## config.mk

```make
export PLATFORM = sky130hd
export DESIGN_NAME = go_back_n_sender_window
export DESIGN_NICKNAME = d
export VERILOG_FILES = /design/src/rtl/gbn_pkg.sv /design/src/rtl/gbn_regs.sv /design/src/rtl/gbn_front.sv /design/src/rtl/gbn_fifo.sv /design/src/rtl/gbn_back.sv /design/src/rtl/go_back_n_sender_window.sv
export SDC_FILE = /design/constraint.sdc
export NUM_CORES = 1
export LEC_CHECK = 0
export BUFFER_PORTS_ARGS = -buffer_cell sky130_fd_sc_hd__buf_2
export CORE_MARGIN = 2
export CORE_UTILIZATION = 30
export CTS_BUF_LIST = sky130_fd_sc_hd__clkbuf_8
export DETAILED_ROUTE_END_ITERATION = 8
export SLEW_MARGIN = 15
export SYNTH_ARGS = -nofsm -noshare
export SYNTH_HDL_FRONTEND = slang
export SYNTH_SLANG_ARGS = --single-unit
```

## constraint.sdc

```tcl
create_clock -name clk -period 15.8 [get_ports clk]
set_input_delay 4.74 -clock clk [delete_from_list [all_inputs] [get_ports clk]]
set_output_delay 4.74 -clock clk [all_outputs]
set_load 0.005 [all_outputs]
```

## src/rtl/gbn_pkg.sv

```systemverilog
// ----------------------------------------------------------------------------
// gbn_pkg
// shared types and constants of the go-back-n sender window
// ----------------------------------------------------------------------------
package gbn_pkg;

	localparam int WIN_W       = 5;
	localparam int TICK_W      = 16;
	localparam int PCOUNT_W    = 16;
	localparam int PORT_SEQ_W  = 16;
	localparam int MAX_WINDOW  = 16;
	localparam int MAX_RESULTS = 16;
	localparam int WINC_W      = $clog2(MAX_WINDOW + 1);
	localparam int BURST_W     = $clog2(MAX_RESULTS + 1);
	localparam int ADDR_W      = 4;
	localparam int DATA_W      = 32;

	localparam logic [WIN_W-1:0]    WIN_RESET    = WIN_W'(5);
	localparam logic [TICK_W-1:0]   TICK_RESET   = TICK_W'(1000);
	localparam logic [PCOUNT_W-1:0] PCOUNT_RESET = '0;

	typedef enum logic [1:0] {
		FUNC_OFFER = 2'd0,
		FUNC_ACK   = 2'd1,
		FUNC_TICK  = 2'd2,
		FUNC_NONE  = 2'd3
	} func_t;

	typedef enum logic [2:0] {
		K_SEND    = 3'd0,
		K_RETX    = 3'd1,
		K_REFUSED = 3'd2,
		K_ACK     = 3'd3,
		K_DROP    = 3'd4,
		K_IDLE    = 3'd5,
		K_DONE    = 3'd6
	} kind_t;

	typedef enum logic [1:0] {
		REG_WINDOW  = 2'd0,
		REG_TIMEOUT = 2'd1,
		REG_PCOUNT  = 2'd2
	} reg_idx_t;

	typedef struct packed {
		logic [WIN_W-1:0]    window;
		logic [TICK_W-1:0]   timeout;
		logic [PCOUNT_W-1:0] pcount;
	} cfg_t;

	// one decided step, expanded into results by the back end
	typedef struct packed {
		kind_t              kind;
		logic [BURST_W-1:0] count;
		logic               done_after;
		logic               timer_on;
	} job_t;

endpackage

```

## src/rtl/gbn_regs.sv

```systemverilog
// ----------------------------------------------------------------------------
// gbn_regs
// apb register file: window size, timeout ticks, packet count
// ----------------------------------------------------------------------------
module gbn_regs (
	input  logic                       clk,
	input  logic                       arst_n,
	input  logic                       psel,
	input  logic                       penable,
	input  logic                       pwrite,
	input  logic [gbn_pkg::ADDR_W-1:0] paddr,
	input  logic [gbn_pkg::DATA_W-1:0] pwdata,
	output logic [gbn_pkg::DATA_W-1:0] prdata,
	output logic                       pready,
	output gbn_pkg::cfg_t              cfg
);
	import gbn_pkg::*;

	cfg_t     cfg_q;
	reg_idx_t idx;

	assign idx    = reg_idx_t'(paddr[ADDR_W-1:2]);
	assign pready = 1'b1;
	assign cfg    = cfg_q;

	always_ff @(posedge clk or negedge arst_n) begin
		if (!arst_n) begin
			cfg_q.window  <= WIN_RESET;
			cfg_q.timeout <= TICK_RESET;
			cfg_q.pcount  <= PCOUNT_RESET;
		end else if (psel && penable && pwrite) begin
			case (idx)
				REG_WINDOW:  cfg_q.window  <= pwdata[WIN_W-1:0];
				REG_TIMEOUT: cfg_q.timeout <= pwdata[TICK_W-1:0];
				REG_PCOUNT:  cfg_q.pcount  <= pwdata[PCOUNT_W-1:0];
				default: ;
			endcase
		end
	end

	always_comb begin
		case (idx)
			REG_WINDOW:  prdata = DATA_W'(cfg_q.window);
			REG_TIMEOUT: prdata = DATA_W'(cfg_q.timeout);
			REG_PCOUNT:  prdata = DATA_W'(cfg_q.pcount);
			default:     prdata = '0;
		endcase
	end

endmodule

```

## src/rtl/gbn_front.sv

```systemverilog
// ----------------------------------------------------------------------------
// gbn_front
// sequence and timer state; decides each request and queues one job for it
// ----------------------------------------------------------------------------
module gbn_front #(
	parameter int SEQ_BITS = 16
) (
	input  logic                           clk,
	input  logic                           arst_n,
	input  gbn_pkg::cfg_t                  cfg,
	input  logic                           in_valid,
	output logic                           in_ready,
	input  logic [1:0]                     func,
	input  logic [gbn_pkg::PORT_SEQ_W-1:0] ack_seq,
	input  logic                           ack_corrupt,
	input  logic                           q_ready,
	output logic                           push,
	output gbn_pkg::job_t                  job,
	output logic [SEQ_BITS-1:0]            job_seq,
	output logic [SEQ_BITS-1:0]            job_base
);
	import gbn_pkg::*;

	localparam logic [SEQ_BITS-1:0] SEQ_ONE = SEQ_BITS'(1);

	logic [SEQ_BITS-1:0] next_q, base_q;
	logic [TICK_W-1:0]   tleft_q;
	logic                ton_q;

	logic [SEQ_BITS-1:0] n_next, n_base;
	logic [TICK_W-1:0]   n_tleft;
	logic                n_ton;

	logic [31:0]         ack_w, pc_w;
	logic [SEQ_BITS-1:0] ack_s, pc_s, outstanding, sent, adv, ack_nx;
	logic [WINC_W-1:0]   win_eff;
	logic [TICK_W-1:0]   tstart;
	logic                chk_done;

	assign ack_w       = 32'(ack_seq);
	assign ack_s       = ack_w[SEQ_BITS-1:0];
	assign pc_w        = 32'(cfg.pcount);
	assign pc_s        = pc_w[SEQ_BITS-1:0];
	assign outstanding = next_q - base_q;
	assign sent        = next_q - SEQ_ONE;
	assign ack_nx      = ack_s + SEQ_ONE;
	assign adv         = ack_nx - base_q;
	assign tstart      = (cfg.timeout == '0) ? TICK_W'(1) : cfg.timeout;

	assign in_ready = q_ready;
	assign push     = in_valid && q_ready;

	always_comb begin
		if (cfg.window == '0) begin
			win_eff = WINC_W'(1);
		end else if (32'(cfg.window) > 32'(MAX_WINDOW)) begin
			win_eff = WINC_W'(MAX_WINDOW);
		end else begin
			win_eff = WINC_W'(cfg.window);
		end
	end

	always_comb begin
		n_next         = next_q;
		n_base         = base_q;
		n_tleft        = tleft_q;
		n_ton          = ton_q;
		job.kind       = K_IDLE;
		job.count      = BURST_W'(1);
		job.done_after = 1'b0;
		job_seq        = '0;
		chk_done       = 1'b0;
		case (func_t'(func))
			FUNC_OFFER: begin
				chk_done = 1'b1;
				if (32'(outstanding) < 32'(win_eff) && 32'(sent) < pc_w) begin
					job.kind = K_SEND;
					job_seq  = next_q;
					if (base_q == next_q) begin
						n_tleft = tstart;
						n_ton   = 1'b1;
					end
					n_next = next_q + SEQ_ONE;
				end else begin
					job.kind = K_REFUSED;
				end
			end
			FUNC_ACK: begin
				chk_done = 1'b1;
				if (!ack_corrupt && adv <= outstanding) begin
					job.kind = K_ACK;
					n_base   = ack_nx;
					if (ack_nx == next_q) begin
						n_tleft = '0;
						n_ton   = 1'b0;
					end else begin
						n_tleft = tstart;
						n_ton   = 1'b1;
					end
				end else begin
					job.kind = K_DROP;
				end
			end
			FUNC_TICK: begin
				// completion takes the place of timer handling on a tick
				if (base_q - SEQ_ONE == pc_s) begin
					job.kind = K_DONE;
					n_base   = SEQ_ONE;
					n_next   = SEQ_ONE;
					n_tleft  = '0;
					n_ton    = 1'b0;
				end else if (!ton_q) begin
					job.kind = K_IDLE;
				end else if (tleft_q > TICK_W'(1)) begin
					job.kind = K_IDLE;
					n_tleft  = tleft_q - TICK_W'(1);
				end else if (outstanding == '0) begin
					job.kind = K_IDLE;
					n_tleft  = '0;
					n_ton    = 1'b0;
				end else begin
					job.kind = K_RETX;
					job_seq  = base_q;
					n_tleft  = tstart;
					n_ton    = 1'b1;
					if (32'(outstanding) > 32'(MAX_RESULTS)) begin
						job.count = BURST_W'(MAX_RESULTS);
					end else begin
						job.count = BURST_W'(outstanding);
					end
				end
			end
			default: begin
				job.kind = K_IDLE;
			end
		endcase
		if (chk_done && (n_base - SEQ_ONE) == pc_s) begin
			job.done_after = 1'b1;
			n_base         = SEQ_ONE;
			n_next         = SEQ_ONE;
			n_tleft        = '0;
			n_ton          = 1'b0;
		end
		job.timer_on = n_ton;
		job_base     = n_base;
	end

	always_ff @(posedge clk or negedge arst_n) begin
		if (!arst_n) begin
			next_q  <= SEQ_ONE;
			base_q  <= SEQ_ONE;
			tleft_q <= '0;
			ton_q   <= 1'b0;
		end else if (push) begin
			next_q  <= n_next;
			base_q  <= n_base;
			tleft_q <= n_tleft;
			ton_q   <= n_ton;
		end
	end

endmodule

```

## src/rtl/gbn_fifo.sv

```systemverilog
// ----------------------------------------------------------------------------
// gbn_fifo
// small job queue between the front and back ends
// ----------------------------------------------------------------------------
module gbn_fifo #(
	parameter int WIDTH = 8,
	parameter int DEPTH = 2
) (
	input  logic             clk,
	input  logic             arst_n,
	input  logic             push,
	input  logic [WIDTH-1:0] wdata,
	output logic             full,
	input  logic             pop,
	output logic [WIDTH-1:0] rdata,
	output logic             not_empty
);
	localparam int PTR_W = (DEPTH > 1) ? $clog2(DEPTH) : 1;
	localparam int CNT_W = $clog2(DEPTH + 1);
	localparam logic [PTR_W-1:0] PTR_LAST = PTR_W'(DEPTH - 1);

	logic [WIDTH-1:0] mem [DEPTH];
	logic [PTR_W-1:0] wr_q, rd_q;
	logic [CNT_W-1:0] cnt_q;

	assign full      = (cnt_q == CNT_W'(DEPTH));
	assign not_empty = (cnt_q != '0);
	assign rdata     = mem[rd_q];

	always_ff @(posedge clk) begin
		if (push) begin
			mem[wr_q] <= wdata;
		end
	end

	always_ff @(posedge clk or negedge arst_n) begin
		if (!arst_n) begin
			wr_q  <= '0;
			rd_q  <= '0;
			cnt_q <= '0;
		end else begin
			if (push) begin
				wr_q <= (wr_q == PTR_LAST) ? '0 : wr_q + PTR_W'(1);
			end
			if (pop) begin
				rd_q <= (rd_q == PTR_LAST) ? '0 : rd_q + PTR_W'(1);
			end
			if (push && !pop) begin
				cnt_q <= cnt_q + CNT_W'(1);
			end else if (pop && !push) begin
				cnt_q <= cnt_q - CNT_W'(1);
			end
		end
	end

endmodule

```

## src/rtl/gbn_back.sv

```systemverilog
// ----------------------------------------------------------------------------
// gbn_back
// expands queued jobs into registered results, one a cycle if out_ready allows
// ----------------------------------------------------------------------------
module gbn_back #(
	parameter int SEQ_BITS = 16
) (
	input  logic                           clk,
	input  logic                           arst_n,
	input  logic                           q_valid,
	input  gbn_pkg::job_t                  q_job,
	input  logic [SEQ_BITS-1:0]            q_seq,
	input  logic [SEQ_BITS-1:0]            q_base,
	output logic                           q_pop,
	output logic                           out_valid,
	input  logic                           out_ready,
	output gbn_pkg::kind_t                 kind,
	output logic [gbn_pkg::PORT_SEQ_W-1:0] seq,
	output logic                           last,
	output logic [gbn_pkg::PORT_SEQ_W-1:0] base_now,
	output logic                           timer_running
);
	import gbn_pkg::*;

	logic                act_q, done_q, ton_q;
	kind_t               kind_q;
	logic [SEQ_BITS-1:0] seq_q, base_q;
	logic [BURST_W-1:0]  rem_q;

	logic                  ovalid_q, olast_q, oton_q;
	kind_t                 okind_q;
	logic [PORT_SEQ_W-1:0] oseq_q, obase_q;

	logic                emit, e_last, main_left;
	kind_t               e_kind;
	logic [SEQ_BITS-1:0] e_seq;
	logic [31:0]         e_seq_w, base_w;

	assign main_left = (rem_q != '0);
	assign emit      = act_q && (!ovalid_q || out_ready);
	assign q_pop     = q_valid && (!act_q || (emit && e_last));
	assign e_seq_w   = 32'(e_seq);
	assign base_w    = 32'(base_q);

	// main results first, then the completion result if one is pending
	always_comb begin
		if (main_left) begin
			e_kind = kind_q;
			e_seq  = seq_q;
			e_last = (rem_q == BURST_W'(1)) && !done_q;
		end else begin
			e_kind = K_DONE;
			e_seq  = '0;
			e_last = 1'b1;
		end
	end

	always_ff @(posedge clk or negedge arst_n) begin
		if (!arst_n) begin
			act_q    <= 1'b0;
			done_q   <= 1'b0;
			rem_q    <= '0;
			ovalid_q <= 1'b0;
		end else begin
			if (emit) begin
				ovalid_q <= 1'b1;
			end else if (out_ready) begin
				ovalid_q <= 1'b0;
			end
			if (q_pop) begin
				act_q  <= 1'b1;
				rem_q  <= q_job.count;
				done_q <= q_job.done_after;
			end else if (emit) begin
				if (e_last) begin
					act_q <= 1'b0;
				end
				if (main_left) begin
					rem_q <= rem_q - BURST_W'(1);
				end else begin
					done_q <= 1'b0;
				end
			end
		end
	end

	always_ff @(posedge clk) begin
		if (emit) begin
			okind_q <= e_kind;
			oseq_q  <= e_seq_w[PORT_SEQ_W-1:0];
			olast_q <= e_last;
			obase_q <= base_w[PORT_SEQ_W-1:0];
			oton_q  <= ton_q;
		end
		if (q_pop) begin
			kind_q <= q_job.kind;
			seq_q  <= q_seq;
			base_q <= q_base;
			ton_q  <= q_job.timer_on;
		end else if (emit && main_left) begin
			seq_q <= seq_q + SEQ_BITS'(1);
		end
	end

	assign out_valid     = ovalid_q;
	assign kind          = okind_q;
	assign seq           = oseq_q;
	assign last          = olast_q;
	assign base_now      = obase_q;
	assign timer_running = oton_q;

endmodule

```

## src/rtl/go_back_n_sender_window.sv

```systemverilog
// ----------------------------------------------------------------------------
// go_back_n_sender_window
// go-back-n sender control: window, sequence counters, retransmit timer
//
//   channel   signals                                   handshake
//   config    psel penable pwrite paddr pwdata prdata   apb, pready tied high
//   request   func ack_seq ack_corrupt                  in_valid / in_ready
//   result    kind seq last base_now timer_running      out_valid / out_ready
//
// a request is taken whenever the two-entry job queue has room. results
// leave at one per cycle while out_ready allows; a request causes 1 or 2
// results, up to 16 for a retransmission burst; the result expander in the
// back end emits them in order as it takes each job from the queue.
// reset is asynchronous; counters return to 1, timer stopped, registers to
// their reset values. out_ready low holds the result; the front keeps taking
// requests until the queue fills.
// ----------------------------------------------------------------------------
module go_back_n_sender_window #(
	parameter int SEQ_BITS = 16
) (
	input  logic                           clk,
	input  logic                           arst_n,
	input  logic                           psel,
	input  logic                           penable,
	input  logic                           pwrite,
	input  logic [gbn_pkg::ADDR_W-1:0]     paddr,
	input  logic [gbn_pkg::DATA_W-1:0]     pwdata,
	output logic [gbn_pkg::DATA_W-1:0]     prdata,
	output logic                           pready,
	input  logic                           in_valid,
	output logic                           in_ready,
	input  logic [1:0]                     func,
	input  logic [gbn_pkg::PORT_SEQ_W-1:0] ack_seq,
	input  logic                           ack_corrupt,
	output logic                           out_valid,
	input  logic                           out_ready,
	output gbn_pkg::kind_t                 kind,
	output logic [gbn_pkg::PORT_SEQ_W-1:0] seq,
	output logic                           last,
	output logic [gbn_pkg::PORT_SEQ_W-1:0] base_now,
	output logic                           timer_running
);
	import gbn_pkg::*;

	localparam int JOB_W = $bits(job_t) + 2 * SEQ_BITS;

	cfg_t                cfg;
	job_t                f_job, b_job;
	logic [SEQ_BITS-1:0] f_seq, f_base, b_seq, b_base;
	logic                push, q_full, q_pop, q_valid;
	logic [JOB_W-1:0]    q_wdata, q_rdata;

	gbn_regs u_regs (
		.clk     (clk),
		.arst_n  (arst_n),
		.psel    (psel),
		.penable (penable),
		.pwrite  (pwrite),
		.paddr   (paddr),
		.pwdata  (pwdata),
		.prdata  (prdata),
		.pready  (pready),
		.cfg     (cfg)
	);

	gbn_front #(.SEQ_BITS(SEQ_BITS)) u_front (
		.clk         (clk),
		.arst_n      (arst_n),
		.cfg         (cfg),
		.in_valid    (in_valid),
		.in_ready    (in_ready),
		.func        (func),
		.ack_seq     (ack_seq),
		.ack_corrupt (ack_corrupt),
		.q_ready     (!q_full),
		.push        (push),
		.job         (f_job),
		.job_seq     (f_seq),
		.job_base    (f_base)
	);

	assign q_wdata = {f_job, f_seq, f_base};

	gbn_fifo #(.WIDTH(JOB_W), .DEPTH(2)) u_fifo (
		.clk       (clk),
		.arst_n    (arst_n),
		.push      (push),
		.wdata     (q_wdata),
		.full      (q_full),
		.pop       (q_pop),
		.rdata     (q_rdata),
		.not_empty (q_valid)
	);

	assign {b_job, b_seq, b_base} = q_rdata;

	gbn_back #(.SEQ_BITS(SEQ_BITS)) u_back (
		.clk           (clk),
		.arst_n        (arst_n),
		.q_valid       (q_valid),
		.q_job         (b_job),
		.q_seq         (b_seq),
		.q_base        (b_base),
		.q_pop         (q_pop),
		.out_valid     (out_valid),
		.out_ready     (out_ready),
		.kind          (kind),
		.seq           (seq),
		.last          (last),
		.base_now      (base_now),
		.timer_running (timer_running)
	);

endmodule
```

==> summary.txt, run 1 <==
Timing
  – Final worst-path cycle share: 88.4%
  – Final Hold Fails: 0
  – Final worst setup slack: 1830 ps
  – Fmax: 71.6 MHz
  – Worst clock skew: 35.2 ps
  – Rel. slew slack: 31.7%
  – Min Tclk post-route: 13,970 ps
  – Tightest Pin Transition: 998 ps
  – Setup TNS: 0 ps
  – RSZ-0062 raised after global routing: no
  – Final setup fails: 0
  – Fin. max-slew vios: 0
  – Hold WS: 418 ps

Placed design
  – Placed insts: 2,464
  – # port buffers: 98
  – Place WS: 1580 ps
  – Routability cong.: 0.955
  – Dpl hpwl: 39.9 mm

Global route
  – Gr usage total: 18.3%
  – First-pass GRT wire length: 80.2 mm
  – Total grt overflow: 0
  – Initial antenna violation count: 2
  – Vias in the first global route: 13,200
  – Largest net degree at the start of global routing: 63

Routing
  – Via count: 13,600
  – Post-route ant nets: 0
  – Drt first-iter violations: 1,048
  – Final WL: 53.4 mm
  – Routed length per instance: 21.0 µm
  – Avg Vias per Cell: 5.36
  – DRC violations left: 0
  – Drt pass-1 iters: 5

Logic synthesis
  – #FFs+latches synth: 255
  – XOR/XNOR Fraction of Synth Area: 6.40%
  – Number of synthesized flops with an enable pin: 157
  – Adder-cell share of the synthesized area: 6.23%
  – Main combinational cell family by area after synthesis: compound AO/OA/AOI/OAI gates
  – FFs w/ async S/R, synth: 38.4%
  – Seq/Total Area, Yosys: 43.0%
  – Post-synth design cell area: 0.0167 mm²
  – Unique cell type count in the Yosys netlist: 97
  – Mean Syn Cell Area: 9.96 µm²
  – Complex-gate fraction of the synthesized area: 17.6%
  – Synth Instances: 1,677
  – Mux share of post-synthesis cell area: 5.36%
  – Synth Area in Simple Gates: 16.0%
  – Synth warn: 0
  – Ys flop type: edfxtp_1

Setup path
  – Worst setup EP type: flip-flop
  – Req. time, crit path: 16,250 ps
  – Setup CP Type: in2reg
  – Worst-path fanout max: 16
  – Critical Path AT: 14,420 ps
  – Cell mode on critical path: o21ai_0
  – FF-to-FF Start: u_front.base_q[1]$_DFFE_PN0P_
  – R2R setup slack: 6160 ps
  – Critical R2R Capture: u_front.next_q[3]$_DFFE_PN0P_
  – Slowest-stage cell, CP: xor2_1
  – Worst path max stage delay: 690 ps
  – Reg2Reg Depth: 32
  – Type of origin of the critical path: input pin

Pwr
  – Switching Share: 47.3%
  – P_int: 2.30 mW
  – Total power: 4.36 mW
  – Peak supply drop: 0.0891 mV
  – P_sw: 2.06 mW
  – Flop pwr share: 26.4%
  – Clock network power share: 13.8%
  – Comb pwr share: 59.8%
  – PwrDens: 232 mW/mm²
  – Static Leak: 7.58 nW

Floorplan
  – CORE AREA: 0.0551 mm²
  – Die area: 0.0576 mm²
  – Io pins: 134
  – Die X: 240 µm
  – Row cnt: 86
  – Chip height: 240 µm
  – Starting Density: 30.3%

Clocking
  – Worst-path clk slew: 70 ps
  – Post-CTS sizing: 0
  – Setup repair bufs after CTS: 0
  – TritonCTS clock tree: yes
  – CTS Buffer Depth: 3
  – # H-tree levels: 2
  – Worst-Skew Late Latency: 590 ps
  – Root Driver: clkbuf_8
  – Clk sinks: 255
  – CTS Hold Bufs: 0
  – TritonCTS buffer count: 41

Cells and area
  – Area Growth Syn to Fin: 12.8%
  – Share of layout cells above drive strength 1: 15.6%
  – N_diodes: 0
  – Post-route insts no fill: 2,540
  – Nets: 1,903

Status
  – Status: finished, final reports clean

Min path
  – Worst min-delay path category: reg2reg
  – WHS Endpoint: u_back.base_now[10]$_DFFE_PP_
  – Hold Path Cell Cnt: 0
  – Hold Crit Start: u_back.base_q[10]$_DFFE_PP_

Job
  – Max Cap Viol: 0
==> cell families after synthesis <==
logic type | count (synthesis)
other cells | 2
fa+ha+maj | 82
flops | 255
xor+xnor | 122
mux | 84
buf+inv | 212
simple gates | 520
compound gates | 400
==> layout by cell type, fill, tap and decap left out, types with 11 or more instances in the layout <==
cell and instances:
or4_1 13, mux2_2 43, dfrtp_1 87, buf_4 34, o31ai_1 22, nand4_1 23
nor2_1 122, or3_1 12, nand2b_1 20, nor4_1 24, a22o_1 53, nand3_1 49
o21a_1 11, inv_1 120, o211ai_1 13, and3_1 22, edfxtp_1 157, ha_1 80
a21o_1 17, a21oi_1 76, nand2_1 111, mux2i_1 41, and2_1 13, xor2_1 49
conb_1 17, o21ai_0 59, xnor2_1 73, clkbuf_8 49, nor2b_1 30, a221oi_1 11
buf_2 97, nor3_1 39
==> worst max-delay path by stage <==
stage | start | endpoint | slack (ps) | cells past startpoint
2_1_floorplan | ack_seq[0] | u_front.next_q[3]$_DFFE_PN0P_ | 3520 | 34
3_3_place_gp | ack_seq[0] | u_front.next_q[8]$_DFFE_PN0P_ | 1570 | 32
3_5_place_dp | ack_seq[0] | u_front.next_q[3]$_DFFE_PN0P_ | 1580 | 32
4_1_cts | ack_seq[0] | u_front.next_q[3]$_DFFE_PN0P_ | 2130 | 33
5_1_grt | ack_seq[0] | u_front.next_q[3]$_DFFE_PN0P_ | 1150 | 32
6_report | ack_seq[0] | u_front.next_q[3]$_DFFE_PN0P_ | 1830 | 32
==> metal layers <==
| metal | up-vias | routed length (µm) | GRT usage (%) |
|---|---|---|---|
| met3 | 98 | 3740 | 3.51 |
| met2 | 489 | 24100 | 29.2 |
| li1 | 6363 | - | - |
| met4 | 0 | 2000 | 6.98 |
| met5 | - | 0 | 0 |
| met1 | 6674 | 23600 | 24.6 |
==> power groups by stage <==
stage / sequential, mW / combinational (mW) / clock [mW]
after global placement: 1.15 / 2.51 / 0
after CTS: 1.15 / 2.57 / 0.622
after global routing: 1.17 / 2.86 / 0.651
final: 1.15 / 2.61 / 0.604
after detailed placement: 1.16 / 2.55 / 0
after floorplan: 1.06 / 1.88 / 0
==> state kept, by name, indices dropped and copies added (netlist names), 2 cells and up <==
signal and count:
u_back.base_now 16, u_back.base_q 16, u_back.kind 3, u_back.kind_q 3
u_back.rem_q 5, u_back.seq 16, u_back.seq_q 16, u_fifo.cnt_q 2
u_fifo.mem 84, u_front.base_q 16, u_front.next_q 16, u_front.tleft_q 16
u_regs.cfg 37
==> cell usage after synthesis (17+ instances only) <==
library cell | number | share of area [%]
edfxtp_1 | 157 | 28
nor2_1 | 124 | 2.8
nand2_1 | 111 | 2.5
inv_1 | 103 | 2.3
dfrtp_1 | 88 | 13
ha_1 | 80 | 6.0
a21oi_1 | 77 | 2.3
clkbuf_1 | 73 | 1.6
xnor2_1 | 73 | 3.8
o21ai_0 | 60 | 1.8
a22o_1 | 53 | 2.8
nand3_1 | 49 | 1.5
xor2_1 | 49 | 2.6
mux2_2 | 43 | 2.9
mux2i_1 | 41 | 2.5
nor3_1 | 40 | 1.2
nor2b_1 | 31 | 1.2
nor4_1 | 24 | 0.90
nand4_1 | 23 | 0.86
and3_1 | 22 | 0.82
o31ai_1 | 22 | 0.99
nand2b_1 | 20 | 0.75
buf_4 | 19 | 0.85
a21o_1 | 17 | 0.76
==> area by class of cell <==
class	instances	area, µm²
inverter	105	394
clock buffer	49	674
multi-input combinational	1225	8720
timing repair buffer	131	741
clock inverter	27	203
sequential	255	7180
fill	5641	36200
tap	748	936
==> critical path, delay by kind of cell <==
| family | cells | cell delay [ps] |
|---|---|---|
| compound gates | 19 | 5830 |
| simple gates | 6 | 1500 |
| fa+ha+maj | 4 | 1260 |
| xor+xnor | 1 | 690 |
| buf+inv | 1 | 210 |
| mux | 1 | 130 |
==> stage by stage <==
step / util, % / cell area, µm²
detailed placement: 32.6 / 18000
global placement: 32.6 / 18000
finish: 34.2 / 18800
floorplan: - / 16800
global route: 34.2 / 18800
CTS: 34.2 / 18800
(Power assumes the default switching activity.)
==> run 2, diff against run 1 <==
--- a/config.mk
+++ b/config.mk
@@ -9,6 +9,7 @@
 export CORE_MARGIN = 2
 export CORE_UTILIZATION = 30
 export CTS_BUF_LIST = sky130_fd_sc_hd__clkbuf_8
+export CTS_CLUSTER_SIZE = 25
 export DETAILED_ROUTE_END_ITERATION = 8
 export SLEW_MARGIN = 15
 export SYNTH_ARGS = -nofsm -noshare
==> constraint.sdc (replaced) <==
create_clock -name clk -period 15.8 [get_ports clk]
set_input_delay 3.16 -clock clk [delete_from_list [all_inputs] [get_ports clk]]
set_output_delay 3.16 -clock clk [all_outputs]
set_load 0.005 [all_outputs]
==> run 2 against run 1 <==
Global-route usage increased by 0.22 points. Wire length increased by 1.3%. Worst setup slack improved by 720 ps. Sequential share of layout area increased by 0.061 points. First-iteration DRC count increased by 22%. Combinational power about the same. Via count increased by 0.12%. Fmax increased by 5.5%. Sequential power about the same. Clock-buffer cell count decreased by 3. Clock skew increased by 24 ps.
==> summary.txt, run 2 (synthesized netlist as in run 1, its figures left out) <==
Status
  – Status: finished, final reports clean

Routing
  – Final WL: 54.1 mm (+1.3%)
  – Drt pass-1 iters: 7 (+2)
  – Via count: 13,600 (+0.12%)
  – DRC violations left: 0 (unchanged)
  – Routed length per instance: 21.3 µm (+1.1%)
  – Post-route ant nets: 0 (unchanged)
  – Avg Vias per Cell: 5.36 (about the same)
  – Drt first-iter violations: 1,278 (+22%)

Setup path
  – Setup CP Type: in2reg
  – Cell mode on critical path: o21ai_0
  – Req. time, crit path: 16,340 ps (+90 ps)
  – Critical R2R Capture: u_front.tleft_q[2]$_DFFE_PN0P_
  – Worst path max stage delay: 910 ps (+220 ps)
  – FF-to-FF Start: u_front.base_q[1]$_DFFE_PN0P_
  – Worst setup EP type: flip-flop
  – Type of origin of the critical path: input pin
  – Worst-path fanout max: 20 (+4)
  – Critical Path AT: 13,780 ps (-640 ps)
  – Reg2Reg Depth: 33 (+3.1%)
  – Slowest-stage cell, CP: a2111oi_0
  – R2R setup slack: 5010 ps (-1150 ps)

Cells and area
  – N_diodes: 0 (unchanged)
  – Commonest non-fill, non-tap cell in the layout: edfxtp_1
  – Max reg flops: 84 (unchanged)
  – Nets: 1,905 (+0.11%)
  – Area Growth Syn to Fin: 12.7%
  – Top reg by flops: u_fifo.mem
  – Commonest cells after routing, fill and taps aside: 157 x edfxtp_1, 122 x nor2_1, 118 x inv_1
  – Share of layout cells above drive strength 1: 15.6% (+0.021 points)
  – Post-route insts no fill: 2,544 (+0.16%)
  – FILL cells: 5,663 (+0.39%)

Floorplan
  – CORE AREA: 0.0551 mm² (unchanged)
  – Chip height: 240 µm (unchanged)
  – Starting Density: 30.3% (unchanged)
  – Row cnt: 86 (unchanged)
  – Die area: 0.0576 mm² (unchanged)
  – Die X: 240 µm (unchanged)
  – Io pins: 134 (unchanged)

Pwr
  – Static Leak: 7.57 nW (-0.11%)
  – Clock network power share: 13.5% (-0.3 points)
  – P_int: 2.27 mW (-1.4%)
  – PwrDens: 232 mW/mm² (+0.11%)
  – Switching Share: 48.0% (+0.73 points)
  – Flop pwr share: 26.4% (about the same)
  – Comb pwr share: 60.1% (+0.3 points)
  – P_sw: 2.09 mW (+1.5%)
  – Total power: 4.36 mW (about the same)
  – Peak supply drop: 0.0915 mV (+2.7%)

Min path
  – Hold Path Cell Cnt: 0 (unchanged)
  – Hold Crit Start: u_back.base_q[14]$_DFFE_PP_
  – WHS Endpoint: u_back.base_now[14]$_DFFE_PP_
  – Worst min-delay path category: reg2reg

Timing
  – Final setup fails: 0 (unchanged)
  – Hold WS: 418 ps (+0.358 ps)
  – Final Hold Fails: 0 (unchanged)
  – Tightest Pin Transition: 1230 ps (+230 ps)
  – RSZ-0062 raised after global routing: no
  – Setup TNS: 0 ps (unchanged)
  – Min Tclk post-route: 13,250 ps (-725 ps)
  – Worst clock skew: 59.2 ps (+23.9 ps)
  – Rel. slew slack: 17.9% (-14 points)
  – Final worst-path cycle share: 83.8% (-4.6 points)
  – Fin. max-slew vios: 0 (unchanged)
  – Fmax: 75.5 MHz (+5.5%)

Global route
  – Vias in the first global route: 13,300 (+0.45%)
  – Initial antenna violation count: 0 (-2)
  – First-pass GRT wire length: 81.4 mm (+1.5%)
  – Gr usage total: 18.6% (+0.22 points)
  – Met3 Usage GRT: 2.76% (-0.76 points)
  – Grt peak-use layer: met2
  – GRT met2 Usage: 30.1% (+0.82 points)
  – Global-route track usage on met1: 25.4% (+0.84 points)
  – Largest net degree at the start of global routing: 59 (-6.3%)
  – Total grt overflow: 0 (unchanged)

Job
  – Max Cap Viol: 0 (unchanged)

Clocking
  – Root Driver: clkbuf_8
  – TritonCTS clock tree: yes
  – CTS Buffer Depth: 3 (unchanged)
  – Setup repair bufs after CTS: 0 (unchanged)
  – Clk sinks: 255 (unchanged)
  – Worst-path clk slew: 60 ps (about the same)
  – Worst-Skew Late Latency: 610 ps (+20 ps)
  – # H-tree levels: 2 (unchanged)
  – Post-CTS sizing: 0 (unchanged)
  – TritonCTS buffer count: 43 (+4.9%)
  – CTS Hold Bufs: 0 (unchanged)

Placed design
  – Routability cong.: 0.967 (+1.3%)
  – Placed insts: 2,464 (unchanged)
  – Dpl hpwl: 40.3 mm (+1.0%)
  – # port buffers: 98 (unchanged)
==> run 2: cell types whose count changed in the layout (fill, tap and decap cells not counted) <==
cell,delta
clkinv_2,+6
clkinv_1,+4
clkbuf_8,-3
inv_1,-2
inv_8,+2
bufinv_16,-1
clkinv_4,-1
clkinv_8,-1
clkinvlp_4,-1
inv_12,+1
nor2b_1,+1
nor2b_2,-1
==> run 2: final cells by class <==
class                      count  area, µm²  share of cell area, %
multi-input combinational   1225       8720                   46.3
sequential                   255       7180                   38.2
tap                          748        936                   4.97
timing repair buffer         131        741                   3.94
clock buffer                  46        633                   3.36
inverter                     105        394                   2.09
clock inverter                34        216                   1.15
==> run 2: layer usage <==
metal / part of all wire, % / up-vias
li1: - / 6361
met1: 45 / 6705
met2: 46 / 487
met3: 6.2 / 88
met4: 2.7 / 0
met5: 0 / -
==> run 2: power groups by stage <==
| stage | Sequential [mW] | Clock, mW | Combinational [mW] |
|---|---|---|---|
| 5_1_grt | 1.17 | 0.638 | 2.88 |
| 2_1_floorplan | 1.06 | 0 | 1.88 |
| 3_3_place_gp | 1.15 | 0 | 2.53 |
| 6_report | 1.15 | 0.588 | 2.62 |
| 3_5_place_dp | 1.16 | 0 | 2.56 |
| 4_1_cts | 1.15 | 0.605 | 2.58 |
==> run 2: worst max-delay path by stage <==
stage	from	to	cells after the start
final	ack_seq[0]	u_front.tleft_q[2]$_DFFE_PN0P_	34
after global placement	ack_seq[0]	u_front.tleft_q[2]$_DFFE_PN0P_	33
after floorplan	ack_seq[0]	u_front.next_q[3]$_DFFE_PN0P_	34
after global routing	ack_seq[0]	u_front.tleft_q[2]$_DFFE_PN0P_	34
after CTS	ack_seq[0]	u_front.tleft_q[2]$_DFFE_PN0P_	34
after detailed placement	ack_seq[0]	u_front.tleft_q[2]$_DFFE_PN0P_	34
==> run 2: critical path, delay by kind of cell <==
kind | cells | cell delay (ps)
xor+xnor | 2 | 840
simple gates | 5 | 1410
buf+inv | 2 | 480
fa+ha+maj | 4 | 1300
compound gates | 21 | 6540
==> run 2: stage by stage <==
step                      cell area, µm²  utilization, %  setup slack [ps]
final                              18800            34.2              2550
after floorplan                    16800               -              5100
after detailed placement           18000            32.6              2290
after CTS                          18800            34.1              2880
after global routing               18800            34.2              2030
after global placement             18000            32.6              2330
